### src/rtl/assert_macros.svh
// Assertion helpers shared by the register and parser RTL files.
`ifndef ASSERT_MACROS_SVH
`define ASSERT_MACROS_SVH

// Clocked assertion, disabled while reset is asserted.
`define ASSERT_CLK(label, prop, msg) \
    label: assert property (@(posedge i_clk) disable iff (!i_rst_n) (prop)) \
        else $error(msg);

// Clocked implication, disabled while reset is asserted.
`define ASSERT_IMPL(label, pre, post, msg) \
    label: assert property (@(posedge i_clk) disable iff (!i_rst_n) (pre) |-> (post)) \
        else $error(msg);

// Next-cycle implication, disabled while reset is asserted.
`define ASSERT_NEXT(label, pre, post, msg) \
    label: assert property (@(posedge i_clk) disable iff (!i_rst_n) (pre) |=> (post)) \
        else $error(msg);

`endif

### src/rtl/bleadf_pkg.sv
`timescale 1ns / 1ps

package bleadf_pkg;

    localparam logic [7:0] MAX_FRAME_LEN = 8'd255;
    localparam logic [7:0] POS_MAX       = 8'hFF;

    localparam logic [7:0] TYPE_SERVICE_DATA16 = 8'h16;
    localparam logic [7:0] TYPE_NAME_COMPLETE  = 8'h09;
    localparam logic [7:0] TYPE_NAME_SHORT     = 8'h08;

    localparam logic [15:0] UUID_RESET    = 16'd6170;
    localparam logic [7:0]  SVC_LEN_RESET = 8'd18;

    localparam int CFG_IDX_W  = 1;
    localparam int CFG_DATA_W = 16;

    localparam logic [CFG_IDX_W-1:0] CFG_EXPECTED_UUID        = 1'd0;
    localparam logic [CFG_IDX_W-1:0] CFG_SERVICE_FIELD_LENGTH = 1'd1;

    typedef enum logic [1:0] {
        ST_OK         = 2'd0,
        ST_MALFORMED  = 2'd1,
        ST_NO_SERVICE = 2'd2
    } t_status;

    typedef struct packed {
        logic [7:0] data_byte;
        logic       last_byte;
    } t_item;

    typedef struct packed {
        t_status    status;
        logic [7:0] service_offset;
        logic       name_found;
        logic [7:0] name_offset;
        logic [7:0] name_length;
    } t_result;

    typedef struct packed {
        logic [15:0] expected_uuid;
        logic [7:0]  service_field_length;
    } t_cfg;

endpackage

### src/rtl/bleadf_in_reg.sv
`timescale 1ns / 1ps

module bleadf_in_reg (
    input  logic               i_clk,
    input  logic               i_rst_n,
    input  logic               i_valid,
    output logic               o_stall,
    input  bleadf_pkg::t_item  i_item,
    output logic               o_valid,
    output bleadf_pkg::t_item  o_item,
    input  logic               i_take
);
    import bleadf_pkg::*;

    logic  r_valid;
    t_item r_item;
    logic  w_accept;

    assign o_stall  = r_valid && !i_take;
    assign w_accept = i_valid && !o_stall;

    always_ff @(posedge i_clk) begin
        if (!i_rst_n) begin
            r_valid <= 1'b0;
        end else if (w_accept) begin
            r_valid <= 1'b1;
        end else if (i_take) begin
            r_valid <= 1'b0;
        end
    end

    always_ff @(posedge i_clk) begin
        if (w_accept) begin
            r_item <= i_item;
        end
    end

    assign o_valid = r_valid;
    assign o_item  = r_item;

`include "assert_macros.svh"

    `ASSERT_IMPL(a_take_needs_item, i_take, r_valid, "take without a held byte")
    `ASSERT_IMPL(a_stall_needs_item, o_stall, r_valid, "stall with empty input register")

endmodule

### src/rtl/bleadf_parser.sv
`timescale 1ns / 1ps

module bleadf_parser (
    input  logic                i_clk,
    input  logic                i_rst_n,
    input  bleadf_pkg::t_cfg    i_cfg,
    input  logic                i_valid,
    input  bleadf_pkg::t_item   i_item,
    input  logic                i_out_ready,
    output logic                o_take,
    output logic                o_res_valid,
    output bleadf_pkg::t_result o_res
);
    import bleadf_pkg::*;

    logic [7:0] r_pos,   n_pos;
    logic [7:0] r_rem,   n_rem;
    logic [7:0] r_len,   n_len;
    logic [7:0] r_start, n_start;
    logic [7:0] r_type,  n_type;
    logic [7:0] r_uuid_lo, n_uuid_lo;
    logic       r_mal,   n_mal;
    logic       r_svc,   n_svc;
    logic [7:0] r_svc_start, n_svc_start;
    logic       r_name,  n_name;
    logic [7:0] r_name_start, n_name_start;
    logic [7:0] r_name_chars, n_name_chars;

    logic [7:0]  w_idx;
    logic [7:0]  w_b;
    logic [15:0] w_uuid;
    logic        w_fin_mal;
    t_result     w_res;

    assign w_b    = i_item.data_byte;
    assign w_idx  = r_len - r_rem + 8'd1;
    assign w_uuid = {w_b, r_uuid_lo};

    assign o_take      = i_valid && (!i_item.last_byte || i_out_ready);
    assign o_res_valid = o_take && i_item.last_byte;

    always_comb begin
        n_pos        = r_pos;
        n_rem        = r_rem;
        n_len        = r_len;
        n_start      = r_start;
        n_type       = r_type;
        n_uuid_lo    = r_uuid_lo;
        n_mal        = r_mal;
        n_svc        = r_svc;
        n_svc_start  = r_svc_start;
        n_name       = r_name;
        n_name_start = r_name_start;
        n_name_chars = r_name_chars;
        w_fin_mal    = 1'b0;
        w_res        = '0;

        if (o_take) begin
            if (!r_mal) begin
                if (r_pos >= MAX_FRAME_LEN) begin
                    n_mal = 1'b1;
                end else if (r_rem == 8'd0) begin
                    if (w_b == 8'd0) begin
                        n_mal = 1'b1;
                    end else begin
                        n_len   = w_b;
                        n_start = r_pos;
                        n_rem   = w_b;
                        n_type  = 8'd0;
                    end
                end else begin
                    if (w_idx == 8'd1) begin
                        n_type = w_b;
                    end else if (w_idx == 8'd2) begin
                        n_uuid_lo = w_b;
                    end else if (w_idx == 8'd3) begin
                        if (r_type == TYPE_SERVICE_DATA16 &&
                            r_len == i_cfg.service_field_length &&
                            w_uuid == i_cfg.expected_uuid) begin
                            n_svc       = 1'b1;
                            n_svc_start = r_start;
                        end
                    end
                    n_rem = r_rem - 8'd1;
                    if (n_rem == 8'd0 &&
                        (n_type == TYPE_NAME_COMPLETE || n_type == TYPE_NAME_SHORT)) begin
                        n_name       = 1'b1;
                        n_name_start = r_start + 8'd2;
                        n_name_chars = r_len - 8'd1;
                    end
                end
            end
            if (r_pos != POS_MAX) begin
                n_pos = r_pos + 8'd1;
            end

            if (i_item.last_byte) begin
                w_fin_mal = n_mal || (n_rem != 8'd0);
                if (w_fin_mal) begin
                    w_res.status = ST_MALFORMED;
                end else if (n_svc) begin
                    w_res.status         = ST_OK;
                    w_res.service_offset = n_svc_start;
                end else begin
                    w_res.status = ST_NO_SERVICE;
                end
                if (n_name) begin
                    w_res.name_found  = 1'b1;
                    w_res.name_offset = n_name_start;
                    w_res.name_length = n_name_chars;
                end
                // frame done: clear per-frame state
                n_pos        = 8'd0;
                n_rem        = 8'd0;
                n_len        = 8'd0;
                n_start      = 8'd0;
                n_type       = 8'd0;
                n_uuid_lo    = 8'd0;
                n_mal        = 1'b0;
                n_svc        = 1'b0;
                n_svc_start  = 8'd0;
                n_name       = 1'b0;
                n_name_start = 8'd0;
                n_name_chars = 8'd0;
            end
        end
    end

    always_ff @(posedge i_clk) begin
        if (!i_rst_n) begin
            r_pos        <= 8'd0;
            r_rem        <= 8'd0;
            r_len        <= 8'd0;
            r_start      <= 8'd0;
            r_type       <= 8'd0;
            r_uuid_lo    <= 8'd0;
            r_mal        <= 1'b0;
            r_svc        <= 1'b0;
            r_svc_start  <= 8'd0;
            r_name       <= 1'b0;
            r_name_start <= 8'd0;
            r_name_chars <= 8'd0;
        end else begin
            r_pos        <= n_pos;
            r_rem        <= n_rem;
            r_len        <= n_len;
            r_start      <= n_start;
            r_type       <= n_type;
            r_uuid_lo    <= n_uuid_lo;
            r_mal        <= n_mal;
            r_svc        <= n_svc;
            r_svc_start  <= n_svc_start;
            r_name       <= n_name;
            r_name_start <= n_name_start;
            r_name_chars <= n_name_chars;
        end
    end

    assign o_res = w_res;

`include "assert_macros.svh"

    `ASSERT_NEXT(a_frame_cleared, o_res_valid, r_pos == 8'd0 && !r_mal && !r_svc,
        "frame state not cleared after last byte")
    `ASSERT_IMPL(a_result_has_room, o_res_valid, i_out_ready,
        "result produced while output register is blocked")
    `ASSERT_IMPL(a_rem_within_len, r_rem != 8'd0, r_rem <= r_len,
        "field remaining count exceeds field length")

endmodule

### src/rtl/bleadf_out_reg.sv
`timescale 1ns / 1ps

module bleadf_out_reg (
    input  logic                i_clk,
    input  logic                i_rst_n,
    input  logic                i_res_valid,
    input  bleadf_pkg::t_result i_res,
    output logic                o_ready,
    output logic                o_valid,
    input  logic                i_stall,
    output bleadf_pkg::t_result o_res
);
    import bleadf_pkg::*;

    logic    r_valid;
    t_result r_res;

    assign o_ready = !r_valid || !i_stall;

    always_ff @(posedge i_clk) begin
        if (!i_rst_n) begin
            r_valid <= 1'b0;
        end else if (i_res_valid) begin
            r_valid <= 1'b1;
        end else if (!i_stall) begin
            r_valid <= 1'b0;
        end
    end

    always_ff @(posedge i_clk) begin
        if (i_res_valid) begin
            r_res <= i_res;
        end
    end

    assign o_valid = r_valid;
    assign o_res   = r_res;

`include "assert_macros.svh"

    `ASSERT_CLK(a_no_overwrite, !(i_res_valid && r_valid && i_stall),
        "pending result overwritten")

endmodule

### src/rtl/ble_adv_service_data_finder_unit.sv
`timescale 1ns / 1ps

// Advertising payload parser: finds the configured 16-bit service-data field and
// the last local-name field in one BLE advertising frame.
// Input channel: one payload byte per transfer (i_data_byte, i_last_byte marks the
// final byte), handshake i_in_valid / o_in_stall.
// Output channel: one result per frame, sent for the transfer that carried the last
// byte; handshake o_out_valid / i_out_stall, fields o_status .. o_name_length.
// Throughput: one byte per cycle save stalls on a last byte; no gap between frames.
// Path: a byte is held in the input register; the result of a frame is computed
// when the parser takes the last byte and is registered in the output register.
// Stall: while a result waits in the output register, bytes without the last mark
// keep flowing; a last byte waits in the input register until the result leaves.
// Reset (synchronous, active low) clears all frame state and restores the
// configuration registers: UUID 6170, service field length 18.
// Configuration: i_cfg_we with i_cfg_index (0 UUID, 1 field length) and
// i_cfg_data; write only while no frame is in flight.
module ble_adv_service_data_finder_unit (
    input  logic                                i_clk,
    input  logic                                i_rst_n,
    input  logic                                i_in_valid,
    output logic                                o_in_stall,
    input  logic [7:0]                          i_data_byte,
    input  logic                                i_last_byte,
    output logic                                o_out_valid,
    input  logic                                i_out_stall,
    output logic [1:0]                          o_status,
    output logic [7:0]                          o_service_offset,
    output logic                                o_name_found,
    output logic [7:0]                          o_name_offset,
    output logic [7:0]                          o_name_length,
    input  logic                                i_cfg_we,
    input  logic [bleadf_pkg::CFG_IDX_W-1:0]    i_cfg_index,
    input  logic [bleadf_pkg::CFG_DATA_W-1:0]   i_cfg_data
);
    import bleadf_pkg::*;

    t_cfg    r_cfg;
    t_item   w_in_item;
    t_item   w_held_item;
    logic    w_held_valid;
    logic    w_take;
    logic    w_out_ready;
    logic    w_res_valid;
    t_result w_res;
    t_result w_out_res;

    always_ff @(posedge i_clk) begin
        if (!i_rst_n) begin
            r_cfg.expected_uuid        <= UUID_RESET;
            r_cfg.service_field_length <= SVC_LEN_RESET;
        end else if (i_cfg_we) begin
            unique case (i_cfg_index)
                CFG_EXPECTED_UUID: begin
                    r_cfg.expected_uuid <= i_cfg_data;
                end
                CFG_SERVICE_FIELD_LENGTH: begin
                    r_cfg.service_field_length <= i_cfg_data[7:0];
                end
                default: begin
                end
            endcase
        end
    end

    assign w_in_item.data_byte = i_data_byte;
    assign w_in_item.last_byte = i_last_byte;

    bleadf_in_reg u_in_reg (
        .i_clk   (i_clk),
        .i_rst_n (i_rst_n),
        .i_valid (i_in_valid),
        .o_stall (o_in_stall),
        .i_item  (w_in_item),
        .o_valid (w_held_valid),
        .o_item  (w_held_item),
        .i_take  (w_take)
    );

    bleadf_parser u_parser (
        .i_clk       (i_clk),
        .i_rst_n     (i_rst_n),
        .i_cfg       (r_cfg),
        .i_valid     (w_held_valid),
        .i_item      (w_held_item),
        .i_out_ready (w_out_ready),
        .o_take      (w_take),
        .o_res_valid (w_res_valid),
        .o_res       (w_res)
    );

    bleadf_out_reg u_out_reg (
        .i_clk       (i_clk),
        .i_rst_n     (i_rst_n),
        .i_res_valid (w_res_valid),
        .i_res       (w_res),
        .o_ready     (w_out_ready),
        .o_valid     (o_out_valid),
        .i_stall     (i_out_stall),
        .o_res       (w_out_res)
    );

    assign o_status         = w_out_res.status;
    assign o_service_offset = w_out_res.service_offset;
    assign o_name_found     = w_out_res.name_found;
    assign o_name_offset    = w_out_res.name_offset;
    assign o_name_length    = w_out_res.name_length;

endmodule

### config.mk
export PLATFORM = sky130hd
export DESIGN_NAME = ble_adv_service_data_finder_unit
export DESIGN_NICKNAME = d
export VERILOG_FILES = /design/src/rtl/bleadf_pkg.sv /design/src/rtl/bleadf_in_reg.sv /design/src/rtl/bleadf_parser.sv /design/src/rtl/bleadf_out_reg.sv /design/src/rtl/ble_adv_service_data_finder_unit.sv
export VERILOG_INCLUDE_DIRS = /design/src /design/src/rtl
export SDC_FILE = /design/constraint.sdc
export NUM_CORES = 1
export LEC_CHECK = 0
export BUFFER_PORTS_ARGS = -buffer_cell sky130_fd_sc_hd__buf_2
export CAP_MARGIN = 20
export CORE_MARGIN = 10
export CORE_UTILIZATION = 42
export DETAILED_ROUTE_END_ITERATION = 6
export GPL_TIMING_DRIVEN = 0
export PLACE_DENSITY_LB_ADDON = 0.12
export SKIP_LAST_GASP = 1
export SYNTH_ARGS = -nofsm -noshare
export SYNTH_HDL_FRONTEND = slang
export SYNTH_HIERARCHICAL = 1
export SYNTH_SLANG_ARGS = --single-unit
### constraint.sdc
create_clock -name i_clk -period 8.75 [get_ports i_clk]
set_input_delay 2.1875 -clock i_clk [delete_from_list [all_inputs] [get_ports i_clk]]
set_output_delay 2.1875 -clock i_clk [all_outputs]
set_load 0.05 [all_outputs]
==> metrics.md <==
| Metric | Value |
|---|---|
| Ys Warns | `6` |
| Count of state elements after synthesis | `137` |
| Commonest cells post-synth | `101 x sky130_fd_sc_hd__dfxtp_1, 94 x sky130_fd_sc_hd__nand2_1, 36 x sky130_fd_sc_hd__edfxtp_1` |
| Die extent in x | `150 um` |
| Leading post-synthesis cells by cell area | `sky130_fd_sc_hd__dfxtp_1 29%, sky130_fd_sc_hd__edfxtp_1 15%, sky130_fd_sc_hd__nand2_1 5.0%` |
| Wire length of the first global-routing pass | `30.9 mm` |
| Period utilisation layout | `67.6%` |
| Count of endpoints failing hold in the final timing report | `0` |
| Share of final-layout standard cells stronger than drive strength 1 | `14.9%` |
| Gates resized, CTS repair | `0` |
| H-tree lvl count | `4` |
| CTS Buf Count | `17` |
| Routed wire length per instance | `18.2 um` |
| Die Outline Area | `22400 sq um` |
| Mean cell area of the mapped netlist | `9.38 sq um` |
| Gr ovfl total | `0` |
| Category of the worst setup path capture point | `output port` |
| Clock network power share | `44.5%` |
| Starting utilization of the core area | `42.7%` |
| Max-slew violation count | `0` |
| Relative contribution of sequential cells to total power | `41.7%` |
| Non-filler cells in the finished layout | `1065` |
| Path type of the worst min-delay path | `flip-flop to flip-flop` |
| TritonCTS clock tree | `built` |
| Floorplan Core Area | `16500 sq um` |
| Post-detailed-placement half-perimeter wirelength | `14.4 mm` |
| Mapped Nets | `802` |
| Worst slew margin relative to its limit | `42.1%` |
| Kind of start point of the critical path | `input port` |
| Detailed-route vias per instance | `5.49` |
| DP Cell Count | `1032` |
| Area leader, netlist | `sky130_fd_sc_hd__dfxtp_1` |
| DRC violation total after the first TritonRoute iteration | `463` |
| Switching power of the nets | `0.000433 W` |
| Count of unresolved DRC violations after routing | `0` |
| Antenna-violating nets left | `0` |
| I/O pin count | `60` |
| Maximum VDD drop | `138 uV` |
| Actual slew at the worst max-slew pin | `0.868 ns` |
| Kind of critical path | `input port to output port` |
| Gate count of the mapped netlist | `752` |
| FMAX | `169 MHz` |
| Distinct cell type count after synthesis | `69` |
| Top-area cell type share of the netlist area | `28.7%` |
| Power Internal | `0.00121 W` |
| Part of the total power dissipated in combinational logic | `13.8%` |
| Max-cap viol count | `0` |
| CTS Hold Bufs | `0` |
| Net switching share of the total power | `26.3%` |
| Sequential-to-total area share from yosys stat | `44.0%` |
| Flip-flop cell with the highest count after synthesis | `sky130_fd_sc_hd__dfxtp_1` |
| Via count | `5848` |
| Chip Height | `150 um` |
| Pin count of the biggest net entering global routing | `38` |
| Area growth, synth to finish | `16.9%` |
| Post-CTS repair timing setup buffer count | `0` |
| Post-Syn Area | `7060 sq um` |
| Count of port buffers added during placement | `59` |
| Total number of placement rows | `47` |
| Clk slew on worst S/H paths | `0.06 ns` |
| RSZ-0062 raised after global routing | `false` |
| Clock latency on the worst-skew pair | `0.42 ns` |
| Endpoint required time on the critical path | `6.56 ns` |
| Clock Tree Buf Depth | `2` |
| Number of enable-type register cells in the synthesized netlist | `36` |
| Clock tree root buffer cell | `sky130_fd_sc_hd__clkbuf_16` |
| Shortest period the worst path allows | `5.91 ns` |
| Routed WL | `19.4 mm` |
| Setup TNS | `0 ns` |
| Total global-route track usage | `17.4%` |
| Number of sinks driven by the clock tree | `137` |
| WP data arrival | `3.73 ns` |
| Final net count | `882` |
| Worst Skew | `0.00471 ns` |
| Endpoints failing setup | `0` |
| Most frequently used cell type in the post-synthesis netlist | `sky130_fd_sc_hd__dfxtp_1` |
| Initial antenna violation count | `0` |
| Routability congestion estimate from global placement | `0.873` |
| Share of flip-flops with an asynchronous set or reset after synthesis | `0%` |
| Cell Pwr Density | `200 nW/um^2` |
| Number of global-route vias before repair | `5766` |
| Total inserted antenna cells | `0` |
| Maximum fanout along the worst path | `10` |
| Outcome | `finished clean` |
| Number of detailed-route iterations in the first pass | `5` |
| Static leakage | `3.23 nW` |
placed cells by master, fill, tap and decap left out, drive strengths merged, types with 6 or more instances in the layout:
master and count:
a21oi 22, a22o 10, a22oi 25, and2 10, and3 11, buf 80
clkbuf 51, dfxtp 101, edfxtp 36, ha 18, inv 29, mux2i 35
nand2 95, nand3 30, nand4 18, nor2 28, nor2b 36, nor3 12
nor3b 9, nor4 10, o211ai 9, o21a 10, o21ai 29, o22ai 6
or3 9, or4 6, xnor2 14, xor2 31
path summary, 6_finish.rpt:
path | from | to | slack [ns] | cells after the start
worst max-delay path | i_out_stall | o_in_stall | 2.84 | 6
worst max register to register | u_parser/r_rem[0] | u_out_reg/o_res[9] | 4.13 | 13
worst min register to register | u_parser/r_name_chars[7] | u_parser/r_name_chars[7] | 0.45 | 2
worst min-delay path | u_parser/r_name_chars[7] | u_parser/r_name_chars[7] | 0.45 | 2
routing by layer:
| metal | track usage [%] | wire, um |
|---|---|---|
| met5 | 0 | 0 |
| met2 | 28.4 | 8980 |
| met1 | 21.5 | 8840 |
| met3 | 5.10 | 1120 |
| met4 | 5.64 | 450 |
stage by stage:
stage	cell area [sq um]	util [%]	hold slack (ns)	power (W)	setup WS [ns]
detailed placement	7630	46.2	0.444	0.000925	2.83
finish	8250	49.9	0.453	0.00165	2.84
CTS	8240	49.9	0.453	0.00166	2.83
global route	8250	49.9	0.477	0.00171	2.59
floorplan	7060	-	0.429	0.000863	3.40
global placement	7630	46.2	0.437	0.000922	2.83
kinds of logic after synthesis:
kind of cell	share of synthesized area, %
xor gates and xnor gates	5.59
muxes	4.96
DFF	44.0
adders and majority gates	3.48
and+or+nand+nor	22.3
AOI/OAI and AO/OA	14.7
buffers and inverters	5.05
flip-flops by register name, summed over array words and instances (netlist names):
name / cells
u_parser/r_uuid_lo: 8
u_parser/r_rem: 8
u_in_reg/o_valid: 1
r_cfg: 24
u_parser/r_name: 1
u_parser/r_len: 8
u_parser/r_svc: 1
u_parser/r_type: 8
u_parser/r_name_chars: 8
u_out_reg/o_valid: 1
u_parser/r_start: 8
u_parser/r_name_start: 8
u_parser/r_pos: 8
u_out_reg/o_res: 27
u_parser/r_mal: 1
u_parser/r_svc_start: 8
u_in_reg/o_item: 9
critical path, stage by stage:
cell                       delay (ns)
sky130_fd_sc_hd__buf_2           0.09
sky130_fd_sc_hd__nand2_1         0.08
sky130_fd_sc_hd__o21ai_1         0.36
sky130_fd_sc_hd__clkinv_1        0.49
sky130_fd_sc_hd__nor2b_4         0.24
sky130_fd_sc_hd__buf_2           0.28
final cells by class:
class	instances	area (sq um)
Inverter	30	113
Clock inverter	11	145
Fill cell	1571	8270
Tap cell	220	275
Timing Repair Buffer	61	312
Clock buffer	21	460
Buffer	49	245
Sequential cell	137	3100
Multi-Input combinational cell	536	3600
power groups by stage:
stage / clock (W) / sequential, W / combinational, W
after CTS: 0.000747 / 0.000688 / 0.000225
after detailed placement: 0 / 0.000701 / 0.000224
final: 0.000733 / 0.000688 / 0.000227
after global placement: 0 / 0.000701 / 0.000221
after global routing: 0.000771 / 0.000689 / 0.000250
after floorplan: 0 / 0.000710 / 0.000153
No activity file was read; power rests on OpenSTA's default activity.
